==> config.mk <==
export PLATFORM = sky130hd
export DESIGN_NAME = holt_winters_forecaster_unit
export DESIGN_NICKNAME = d
export VERILOG_FILES = /design/src/hw/rtl/hwf_pkg.sv /design/src/hw/rtl/hwf_ram.sv /design/src/hw/rtl/hwf_mac.sv /design/src/hw/rtl/holt_winters_forecaster_unit.sv
export SDC_FILE = /design/constraint.sdc
export NUM_CORES = 2
export LEC_CHECK = 0
export ABC_AREA = 1
export BUFFER_PORTS_ARGS = -buffer_cell sky130_fd_sc_hd__buf_2
export CAP_MARGIN = 20
export CORE_UTILIZATION = 55
export CTS_CLUSTER_SIZE = 30
export DETAILED_ROUTE_END_ITERATION = 8
export PLACE_DENSITY_LB_ADDON = 0.3
export SLEW_MARGIN = 20
export SYNTH_ARGS = -nofsm -noshare
export SYNTH_HDL_FRONTEND = slang
export SYNTH_SLANG_ARGS = --single-unit
==> constraint.sdc <==
create_clock -name clk -period 9.9 [get_ports clk]
set_input_delay 1.485 -clock clk [delete_from_list [all_inputs] [get_ports clk]]
set_output_delay 1.485 -clock clk [all_outputs]
set_load 0.05 [all_outputs]
==> src/hw/rtl/hwf_pkg.sv <==
// shared constants, types and seed table for the holt-winters forecaster
package hwf_pkg;

    localparam int SEASON_LEN = 56;
    localparam int FRAC_BITS  = 16;
    localparam int SEED_COUNT = 56;

    localparam int DATA_W     = 32;
    localparam int GAIN_W     = 17;
    localparam int HORIZON_W  = 6;
    localparam int PHASE_W    = (SEASON_LEN > 1) ? $clog2(SEASON_LEN) : 1;
    localparam int CFG_IDX_W  = 3;

    // multiplier operand is a difference of up to three 32-bit terms
    localparam int OPND_W     = DATA_W + 2;
    localparam int PROD_W     = GAIN_W + OPND_W + 1;
    localparam int ACC_W      = PROD_W;

    localparam int HORIZON_MAX = (1 << HORIZON_W) - 1;
    localparam int SUM_W       = ((PHASE_W > HORIZON_W) ? PHASE_W : HORIZON_W) + 1;
    localparam int WRAP_STEPS  = (SEASON_LEN + HORIZON_MAX - 1) / SEASON_LEN;

    localparam logic [GAIN_W-1:0]         GAIN_RESET    = GAIN_W'(32768);
    localparam logic [HORIZON_W-1:0]      HORIZON_RESET = HORIZON_W'(1);
    localparam logic signed [DATA_W-1:0]  LEVEL_SEED    = DATA_W'(72052);

    localparam logic signed [ACC_W-1:0] SAT_MAX = ACC_W'(64'sh0000_0000_7FFF_FFFF);
    localparam logic signed [ACC_W-1:0] SAT_MIN = -ACC_W'(64'sh0000_0000_8000_0000);

    // configuration register indexes
    localparam logic [CFG_IDX_W-1:0] REG_LEVEL_GAIN  = 3'd0;
    localparam logic [CFG_IDX_W-1:0] REG_LEVEL_KEEP  = 3'd1;
    localparam logic [CFG_IDX_W-1:0] REG_TREND_GAIN  = 3'd2;
    localparam logic [CFG_IDX_W-1:0] REG_TREND_KEEP  = 3'd3;
    localparam logic [CFG_IDX_W-1:0] REG_SEASON_GAIN = 3'd4;
    localparam logic [CFG_IDX_W-1:0] REG_SEASON_KEEP = 3'd5;
    localparam logic [CFG_IDX_W-1:0] REG_HORIZON     = 3'd6;

    // accumulator operations of the shared multiply unit
    localparam logic [1:0] ACC_HOLD  = 2'd0;
    localparam logic [1:0] ACC_FIRST = 2'd1;
    localparam logic [1:0] ACC_LOAD  = 2'd2;

    typedef struct packed {
        logic                       mul_go;
        logic                       shift;
        logic [GAIN_W-1:0]          gain;
        logic signed [OPND_W-1:0]   opnd;
        logic [1:0]                 acc_op;
        logic signed [ACC_W-1:0]    load_val;
    } mac_ctrl_t;

    typedef logic signed [DATA_W-1:0] seed_list_t [SEED_COUNT];
    typedef logic signed [DATA_W-1:0] season_init_t [SEASON_LEN];

    localparam seed_list_t SEASON_SEED = '{
        -61181, -61787,  49524, -53506, -53768,  -5810, 115061,    350,
        -60959, -61911,  37969, -49575, -47369,   3780, 125861,  -7059,
        -60392, -61727,  34235, -43359, -43702,   4286, 101323,   5985,
        -61806, -61211,  33264, 162356,  77104,  54080,  55736, -13473,
        -61973, -61360,  22654,  81055,  67155,  36292,  66260, -16126,
        -60736, -61719,  40689, -45926, -50220, -12309, 107677, -11045,
        -61666, -61797,  30350, -50578, -53010,   1749, 106902,  -4195
    };

    function automatic season_init_t build_season_init();
        season_init_t r;
        for (int i = 0; i < SEASON_LEN; i++)
        begin
            r[i] = SEASON_SEED[i % SEED_COUNT];
        end
        return r;
    endfunction

    localparam season_init_t SEASON_INIT = build_season_init();

endpackage

==> src/hw/rtl/hwf_ram.sv <==
// generic single write, single read ram with registered read data
module hwf_ram #(
    parameter int WIDTH = 32,
    parameter int DEPTH = 64
) (
    input  logic                             clk,
    input  logic                             wr_en,
    input  logic [$clog2(DEPTH)-1:0]         wr_addr,
    input  logic [WIDTH-1:0]                 wr_data,
    input  logic                             rd_en,
    input  logic [$clog2(DEPTH)-1:0]         rd_addr,
    output logic [WIDTH-1:0]                 rd_data
);

    logic [WIDTH-1:0] mem_reg [DEPTH];

    always_ff @(posedge clk)
    begin
        if (wr_en)
        begin
            mem_reg[wr_addr] <= wr_data;
        end
        if (rd_en)
        begin
            rd_data <= mem_reg[rd_addr];
        end
    end

endmodule

==> src/hw/rtl/hwf_mac.sv <==
// shared multiply unit with scaling, accumulator and saturation
module hwf_mac import hwf_pkg::*; (
    input  logic                        clk,
    input  mac_ctrl_t                   ctrl,
    output logic signed [DATA_W-1:0]    sat_sum
);

    logic signed [PROD_W-1:0] prod_reg;
    logic signed [PROD_W-1:0] prod_next;
    logic                     shift_reg;
    logic signed [ACC_W-1:0]  acc_reg;
    logic signed [ACC_W-1:0]  acc_next;
    logic signed [ACC_W-1:0]  scaled;
    logic signed [ACC_W-1:0]  sum;
    logic signed [GAIN_W:0]   gain_s;

    assign gain_s    = $signed({1'b0, ctrl.gain});
    assign prod_next = gain_s * ctrl.opnd;

    // arithmetic shift gives floor division by the unity gain
    assign scaled = shift_reg ? (prod_reg >>> FRAC_BITS) : prod_reg;
    assign sum    = acc_reg + scaled;

    always_comb
    begin
        if (sum > SAT_MAX)
        begin
            sat_sum = SAT_MAX[DATA_W-1:0];
        end
        else if (sum < SAT_MIN)
        begin
            sat_sum = SAT_MIN[DATA_W-1:0];
        end
        else
        begin
            sat_sum = sum[DATA_W-1:0];
        end
    end

    always_comb
    begin
        case (ctrl.acc_op)
            ACC_HOLD:  acc_next = acc_reg;
            ACC_FIRST: acc_next = scaled;
            ACC_LOAD:  acc_next = ctrl.load_val;
            default:   acc_next = acc_reg;
        endcase
    end

    always_ff @(posedge clk)
    begin
        if (ctrl.mul_go)
        begin
            prod_reg  <= prod_next;
            shift_reg <= ctrl.shift;
        end
        acc_reg <= acc_next;
    end

endmodule

==> src/hw/rtl/holt_winters_forecaster_unit.sv <==
// additive holt-winters forecaster: sequencer, state and configuration
//
//  channel  direction  handshake           payload
//  input    in         in_valid/in_stall   sample    [31:0] signed
//  output   out        out_valid/out_stall forecast  [31:0] signed
//  config   in         cfg_valid/cfg_ready cfg_index [2:0], cfg_data [16:0]
//
// an item runs through two season table reads and seven products through the
// one shared multiplier plus a final sum before the next can be accepted. the
// final step waits while the output register still holds an untaken result.
// reset loads register defaults, the level seed and zero trend; season entries
// read as their seeds until written, tracked by one valid flop per entry, so no
// clearing pass is needed.
module holt_winters_forecaster_unit import hwf_pkg::*; (
    input  logic                        clk,
    input  logic                        rst_n,
    input  logic                        in_valid,
    output logic                        in_stall,
    input  logic signed [DATA_W-1:0]    sample,
    output logic                        out_valid,
    input  logic                        out_stall,
    output logic signed [DATA_W-1:0]    forecast,
    input  logic                        cfg_valid,
    output logic                        cfg_ready,
    input  logic [CFG_IDX_W-1:0]        cfg_index,
    input  logic [GAIN_W-1:0]           cfg_data
);

    localparam logic [3:0] ST_IDLE = 4'd0;
    localparam logic [3:0] ST_RD_P = 4'd1;
    localparam logic [3:0] ST_RD_Q = 4'd2;
    localparam logic [3:0] ST_L1   = 4'd3;
    localparam logic [3:0] ST_L2   = 4'd4;
    localparam logic [3:0] ST_S1   = 4'd5;
    localparam logic [3:0] ST_S2   = 4'd6;
    localparam logic [3:0] ST_T1   = 4'd7;
    localparam logic [3:0] ST_T2   = 4'd8;
    localparam logic [3:0] ST_F1   = 4'd9;
    localparam logic [3:0] ST_F2   = 4'd10;

    logic [3:0] state_reg, state_next;

    logic [GAIN_W-1:0]    level_gain_reg, level_keep_reg;
    logic [GAIN_W-1:0]    trend_gain_reg, trend_keep_reg;
    logic [GAIN_W-1:0]    season_gain_reg, season_keep_reg;
    logic [HORIZON_W-1:0] horizon_reg;

    logic signed [DATA_W-1:0] level_reg, trend_reg;
    logic [PHASE_W-1:0]       phase_reg;
    logic [SEASON_LEN-1:0]    seeded_reg;

    logic signed [DATA_W-1:0] x_reg, cs_reg, sq_reg, nl_reg, nt_reg;
    logic signed [DATA_W-1:0] forecast_reg;
    logic                     out_valid_reg;
    logic [PHASE_W-1:0]       rd_addr_reg;

    logic                     in_accept;
    logic                     out_free;
    logic                     finish;
    logic [PHASE_W-1:0]       q_idx;
    logic [SUM_W-1:0]         q_sum;
    logic                     ram_we, ram_re;
    logic [PHASE_W-1:0]       ram_raddr;
    logic [DATA_W-1:0]        ram_rdata;
    logic signed [DATA_W-1:0] entry_val;
    logic signed [DATA_W-1:0] sat_sum;
    mac_ctrl_t                mac_ctrl;

    assign in_stall  = (state_reg != ST_IDLE);
    assign in_accept = in_valid && !in_stall;
    assign out_free  = !out_valid_reg || !out_stall;
    assign finish    = (state_reg == ST_F2) && out_free;
    assign out_valid = out_valid_reg;
    assign forecast  = forecast_reg;
    assign cfg_ready = 1'b1;

    // season index of the forecast, wrapped by repeated compare and subtract
    always_comb
    begin
        q_sum = SUM_W'(phase_reg) + SUM_W'(horizon_reg);
        for (int k = 0; k < WRAP_STEPS; k++)
        begin
            if (q_sum >= SUM_W'(SEASON_LEN))
            begin
                q_sum = q_sum - SUM_W'(SEASON_LEN);
            end
        end
        q_idx = q_sum[PHASE_W-1:0];
    end

    // never-written entries read as their trained seed
    assign entry_val = seeded_reg[rd_addr_reg] ? $signed(ram_rdata)
                                               : SEASON_INIT[rd_addr_reg];

    assign ram_re    = in_accept || (state_reg == ST_RD_P);
    assign ram_raddr = (state_reg == ST_RD_P) ? q_idx : phase_reg;
    assign ram_we    = (state_reg == ST_S2);

    hwf_ram #(
        .WIDTH (DATA_W),
        .DEPTH (SEASON_LEN)
    ) u_season_ram (
        .clk     (clk),
        .wr_en   (ram_we),
        .wr_addr (phase_reg),
        .wr_data (sat_sum),
        .rd_en   (ram_re),
        .rd_addr (ram_raddr),
        .rd_data (ram_rdata)
    );

    always_comb
    begin
        mac_ctrl          = '0;
        mac_ctrl.shift    = 1'b1;
        mac_ctrl.acc_op   = ACC_HOLD;
        mac_ctrl.load_val = ACC_W'(nl_reg) + ACC_W'(sq_reg);
        case (state_reg)
            ST_RD_Q:
            begin
                mac_ctrl.mul_go = 1'b1;
                mac_ctrl.gain   = level_gain_reg;
                mac_ctrl.opnd   = OPND_W'(x_reg) - OPND_W'(cs_reg);
            end
            ST_L1:
            begin
                mac_ctrl.mul_go = 1'b1;
                mac_ctrl.gain   = level_keep_reg;
                mac_ctrl.opnd   = OPND_W'(level_reg) + OPND_W'(trend_reg);
                mac_ctrl.acc_op = ACC_FIRST;
            end
            ST_L2:
            begin
                mac_ctrl.mul_go = 1'b1;
                mac_ctrl.gain   = season_gain_reg;
                mac_ctrl.opnd   = OPND_W'(x_reg) - OPND_W'(level_reg)
                                  - OPND_W'(trend_reg);
            end
            ST_S1:
            begin
                mac_ctrl.mul_go = 1'b1;
                mac_ctrl.gain   = season_keep_reg;
                mac_ctrl.opnd   = OPND_W'(cs_reg);
                mac_ctrl.acc_op = ACC_FIRST;
            end
            ST_S2:
            begin
                mac_ctrl.mul_go = 1'b1;
                mac_ctrl.gain   = trend_gain_reg;
                mac_ctrl.opnd   = OPND_W'(nl_reg) - OPND_W'(level_reg);
            end
            ST_T1:
            begin
                mac_ctrl.mul_go = 1'b1;
                mac_ctrl.gain   = trend_keep_reg;
                mac_ctrl.opnd   = OPND_W'(trend_reg);
                mac_ctrl.acc_op = ACC_FIRST;
            end
            ST_T2:
            begin
                mac_ctrl.acc_op = ACC_LOAD;
            end
            ST_F1:
            begin
                // horizon times trend is an integer product, no scaling
                mac_ctrl.mul_go = 1'b1;
                mac_ctrl.shift  = 1'b0;
                mac_ctrl.gain   = GAIN_W'(horizon_reg);
                mac_ctrl.opnd   = OPND_W'(nt_reg);
            end
            default:
            begin
                mac_ctrl.mul_go = 1'b0;
            end
        endcase
    end

    hwf_mac u_mac (
        .clk     (clk),
        .ctrl    (mac_ctrl),
        .sat_sum (sat_sum)
    );

    always_comb
    begin
        state_next = state_reg;
        case (state_reg)
            ST_IDLE: state_next = in_accept ? ST_RD_P : ST_IDLE;
            ST_RD_P: state_next = ST_RD_Q;
            ST_RD_Q: state_next = ST_L1;
            ST_L1:   state_next = ST_L2;
            ST_L2:   state_next = ST_S1;
            ST_S1:   state_next = ST_S2;
            ST_S2:   state_next = ST_T1;
            ST_T1:   state_next = ST_T2;
            ST_T2:   state_next = ST_F1;
            ST_F1:   state_next = ST_F2;
            ST_F2:   state_next = out_free ? ST_IDLE : ST_F2;
            default: state_next = ST_IDLE;
        endcase
    end

    // payload registers
    always_ff @(posedge clk)
    begin
        if (in_accept)
        begin
            x_reg <= sample;
        end
        if (ram_re)
        begin
            rd_addr_reg <= ram_raddr;
        end
        if (state_reg == ST_RD_P)
        begin
            cs_reg <= entry_val;
        end
        if (state_reg == ST_RD_Q)
        begin
            sq_reg <= entry_val;
        end
        if (state_reg == ST_L2)
        begin
            nl_reg <= sat_sum;
        end
        if (state_reg == ST_T2)
        begin
            nt_reg <= sat_sum;
        end
        if (finish)
        begin
            forecast_reg <= sat_sum;
        end
    end

    always_ff @(posedge clk or negedge rst_n)
    begin
        if (!rst_n)
        begin
            state_reg       <= ST_IDLE;
            level_gain_reg  <= GAIN_RESET;
            level_keep_reg  <= GAIN_RESET;
            trend_gain_reg  <= GAIN_RESET;
            trend_keep_reg  <= GAIN_RESET;
            season_gain_reg <= GAIN_RESET;
            season_keep_reg <= GAIN_RESET;
            horizon_reg     <= HORIZON_RESET;
            level_reg       <= LEVEL_SEED;
            trend_reg       <= '0;
            phase_reg       <= '0;
            seeded_reg      <= '0;
            out_valid_reg   <= 1'b0;
        end
        else
        begin
            state_reg <= state_next;
            if (cfg_valid && cfg_ready)
            begin
                case (cfg_index)
                    REG_LEVEL_GAIN:  level_gain_reg  <= cfg_data;
                    REG_LEVEL_KEEP:  level_keep_reg  <= cfg_data;
                    REG_TREND_GAIN:  trend_gain_reg  <= cfg_data;
                    REG_TREND_KEEP:  trend_keep_reg  <= cfg_data;
                    REG_SEASON_GAIN: season_gain_reg <= cfg_data;
                    REG_SEASON_KEEP: season_keep_reg <= cfg_data;
                    REG_HORIZON:     horizon_reg     <= cfg_data[HORIZON_W-1:0];
                    default:         ;
                endcase
            end
            if (ram_we)
            begin
                seeded_reg[phase_reg] <= 1'b1;
            end
            if (finish)
            begin
                out_valid_reg <= 1'b1;
                level_reg     <= nl_reg;
                trend_reg     <= nt_reg;
                phase_reg     <= (phase_reg == PHASE_W'(SEASON_LEN - 1))
                                 ? '0 : phase_reg + 1'b1;
            end
            else if (out_valid_reg && !out_stall)
            begin
                out_valid_reg <= 1'b0;
            end
        end
    end

    assert property (@(posedge clk) disable iff (!rst_n)
        in_accept |=> (state_reg == ST_RD_P))
        else $error("accepted sample did not start the season read");

    assert property (@(posedge clk) disable iff (!rst_n)
        $rose(out_valid) |-> $past(state_reg == ST_F2))
        else $error("result appeared outside the final step");

    assert property (@(posedge clk) disable iff (!rst_n)
        !$stable(level_reg) |-> $past(finish))
        else $error("level changed without a finished item");

    assert property (@(posedge clk) disable iff (!rst_n)
        phase_reg <= PHASE_W'(SEASON_LEN - 1))
        else $error("season phase out of range");

endmodule

==> results_dict.tcl <==
set metrics [dict create \
    status "finished with violations" \
    violations "DRC" \
    placementRows 178 \
    finalHoldViolCount 0 \
    postCtsHoldBufs 0 \
    critPathMaxFanout 11 \
    synth_area_per_cell_sq_um 10.18 \
    synthDistinctLibCells 75 \
    vias 101587 \
    finClkSkew_ns 0.1285 \
    rr_endpoint "u_mac.prod_reg[48]" \
    dieArea_sq_mm 0.2382 \
    synth_edf_count 2127 \
    grt_max_degree 213 \
    final_cell_mix "edfxtp_1, nand2_1, nor2_1" \
    htreeDepth 4 \
    finalSetupViolCount 0 \
    clock_latency_ns 0.99 \
    clk_pin_slew_ns 0.06 \
    max_freq_ghz 0.1051 \
    async_flop_share 0.1010 \
    yosys_warnings 0 \
    synth_fp_nets 13785 \
    tritoncts "done" \
    drt_iter0_drc 14881 \
    min_to "seeded_reg[35]" \
    worstMarginPinSlew_ns 1.231 \
    hold_path_class "reg -> reg" \
    maxSlewViolCount 0 \
    r2r_slack_ns 0.38 \
    min-delay-start "seeded_reg[35]" \
    grt_util_met2 0.5221 \
    groute.layer.met1.usage 0.5687 \
    wire_per_inst_microns 28.23 \
    gp_congestion 1.035 \
    fin_crit_sh 0.9613 \
    cap_violations 0 \
    grt_pass1_vias 95956 \
    arrival_ns 10.20 \
    synth_seq_cells 2366 \
    cts_sinks 2366 \
    final_common_cell "edfxtp_1" \
    critPathMaxStageDelay_ns 0.74 \
    grt_pass1_wl_microns 657600 \
    tns_ns 0 \
    grt_setup_unrepaired "false" \
    viasPerCell 6.231 \
    die_h_microns 488.0 \
    drtPass1Iterations 9 \
    grt_busiest_layer "met1" \
    syn_area_sq_mm 0.1299 \
    drt-total-wl_microns 460200 \
    grt_use_total 0.3838 \
    worstSetupEndpointType "flip-flop" \
    slew_headroom 0.1715 \
    synth-seq-area-share 0.5378 \
    ant_nets 0 \
    drive_gt1_frac 0.08703 \
    root_buffer "clkbuf_16" \
    fp.dieW_microns 488.0 \
    grt_overflow 0 \
    rr_startpoint "level_reg[11]" \
    crit_slowest_cell "fa_1" \
    nets 13948 \
    syn2layout_area_growth_pct 10.88 \
    setup.worst_path.start_class "flip-flop" \
    largest_reg_flops 1792 \
    r2r_cells 37 \
    detailed_place_hpwl_microns 314800 \
    coreArea_sq_mm 0.2350 \
    post_cts_resized 0 \
    hold_path_depth 2 \
    post_cts_buffers 0 \
    drc 6 \
    grtUsageMet3 0.1327 \
    crit_type "reg -> reg" \
    start_util 0.5530 \
    crit_top_cell "nand2_1" \
    cts_inserted_buffers 236 \
    numPortBuffers 90 \
    synth_flop_cell "edfxtp_1" \
    crit_start "level_reg[11]" \
    io_pins 92 \
    antenna_found_initial 40 \
    clk_path_buf_depth 3 \
    critPathRequiredTime_ns 10.59 \
    fin_crit_ns 9.516 \
    syn-instance-count 12759 \
    n_fill_cell 18953 \
]
logic make-up (layout without fill, tap and decap cells):
family / after synthesis / in the layout / synth area share
compound gates: 2786 / 2786 / 0.1195
xor+xnor: 124 / 124 / 0.008359
fa+ha+maj: 969 / 969 / 0.1270
buf+inv: 2039 / 2413 / 0.06084
flops: 2366 / 2366 / 0.5378
mux: 141 / 141 / 0.01130
other cells: 1 / 21 / 0.00002886
simple gates: 4333 / 4333 / 0.1352
metrics by stage:
step	instances	hold WS [ns]	setup slack, ns	util	area [sq um]
2_1_floorplan	12759	0.4274	1.658	-	129900
3_3_place_gp	15830	0.4377	0.3872	0.5781	135800
3_5_place_dp	15831	0.4456	0.3174	0.5781	135800
4_1_cts	16280	0.4596	0.3814	0.6125	143900
5_1_grt	16288	0.4720	0.04358	0.6129	144000
6_report	16303	0.4568	0.3836	0.6131	144100
per-layer routing:
| metal | vias up | routed length [microns] |
|---|---|---|
| met5 | - | 133 |
| met1 | 50202 | 188800 |
| met3 | 769 | 68580 |
| met2 | 6656 | 187000 |
| met4 | 10 | 15700 |
| li1 | 43950 | - |
worst max path at each step:
stage	end	slack, ns
floorplan	u_mac.prod_reg[47]	1.66
global placement	u_mac.prod_reg[49]	0.39
detailed placement	u_mac.prod_reg[48]	0.32
CTS	u_mac.prod_reg[48]	0.38
global route	u_mac.prod_reg[50]	0.04
finish	u_mac.prod_reg[48]	0.38
worst max-delay path: cells and delay by family, from the launching register on:
kind	cells	cell delay (ns)
simple gates	17	2.60
fa+ha+maj	9	4.43
compound gates	2	0.59
flops	1	0.53
xor+xnor	1	0.15
buf+inv	8	1.05
cell type report:
class,count,area (sq um),share of cell area
well taps,3150,3941,0.02736
clock buffers,290,6200,0.04304
inverters,1458,5499,0.03817
clock inverters,159,1873,0.01300
repair buffers,506,3797,0.02636
multi-input cells,8354,52830,0.3667
flip-flops and latches,2366,69870,0.4850
diodes,20,50.05,0.0003474
cell usage after synthesis, types with 11 or more instances:
library cell	count	area (sq um)
edfxtp_1	2127	63870
nand2_1	1989	7466
nor2_1	1603	6017
o21ai_0	1468	7347
inv_1	1427	5356
fa_1	583	11670
nand3_1	470	2352
a21oi_1	449	2247
clkbuf_1	406	1524
o22ai_1	391	2446
ha_1	386	4830
dfrtp_1	224	5605
buf_2	142	710.7
o21ai_1	120	600.6
o221ai_1	103	902.1
mux2i_1	96	960.9
xor2_1	81	709.4
nor3_1	73	365.4
nand4_1	58	362.9
or2_2	58	362.9
a31oi_1	46	287.8
mux2_2	45	506.7
xnor2_1	43	376.6
a21o_1	39	292.8
a22o_1	29	254.0
o211ai_1	29	217.7
o21bai_1	29	217.7
nor4_1	19	118.9
clkinv_1	18	67.56
buf_4	15	112.6
dfstp_2	15	394.1
o21a_1	15	112.6
a221oi_1	14	122.6
buf_1	14	52.55
nor2_2	14	87.58
inv_2	13	48.80
o31ai_1	11	82.58
Power is not shown: default switching activity piles up to over one toggle a cycle in this logic, so the estimate is an artifact.
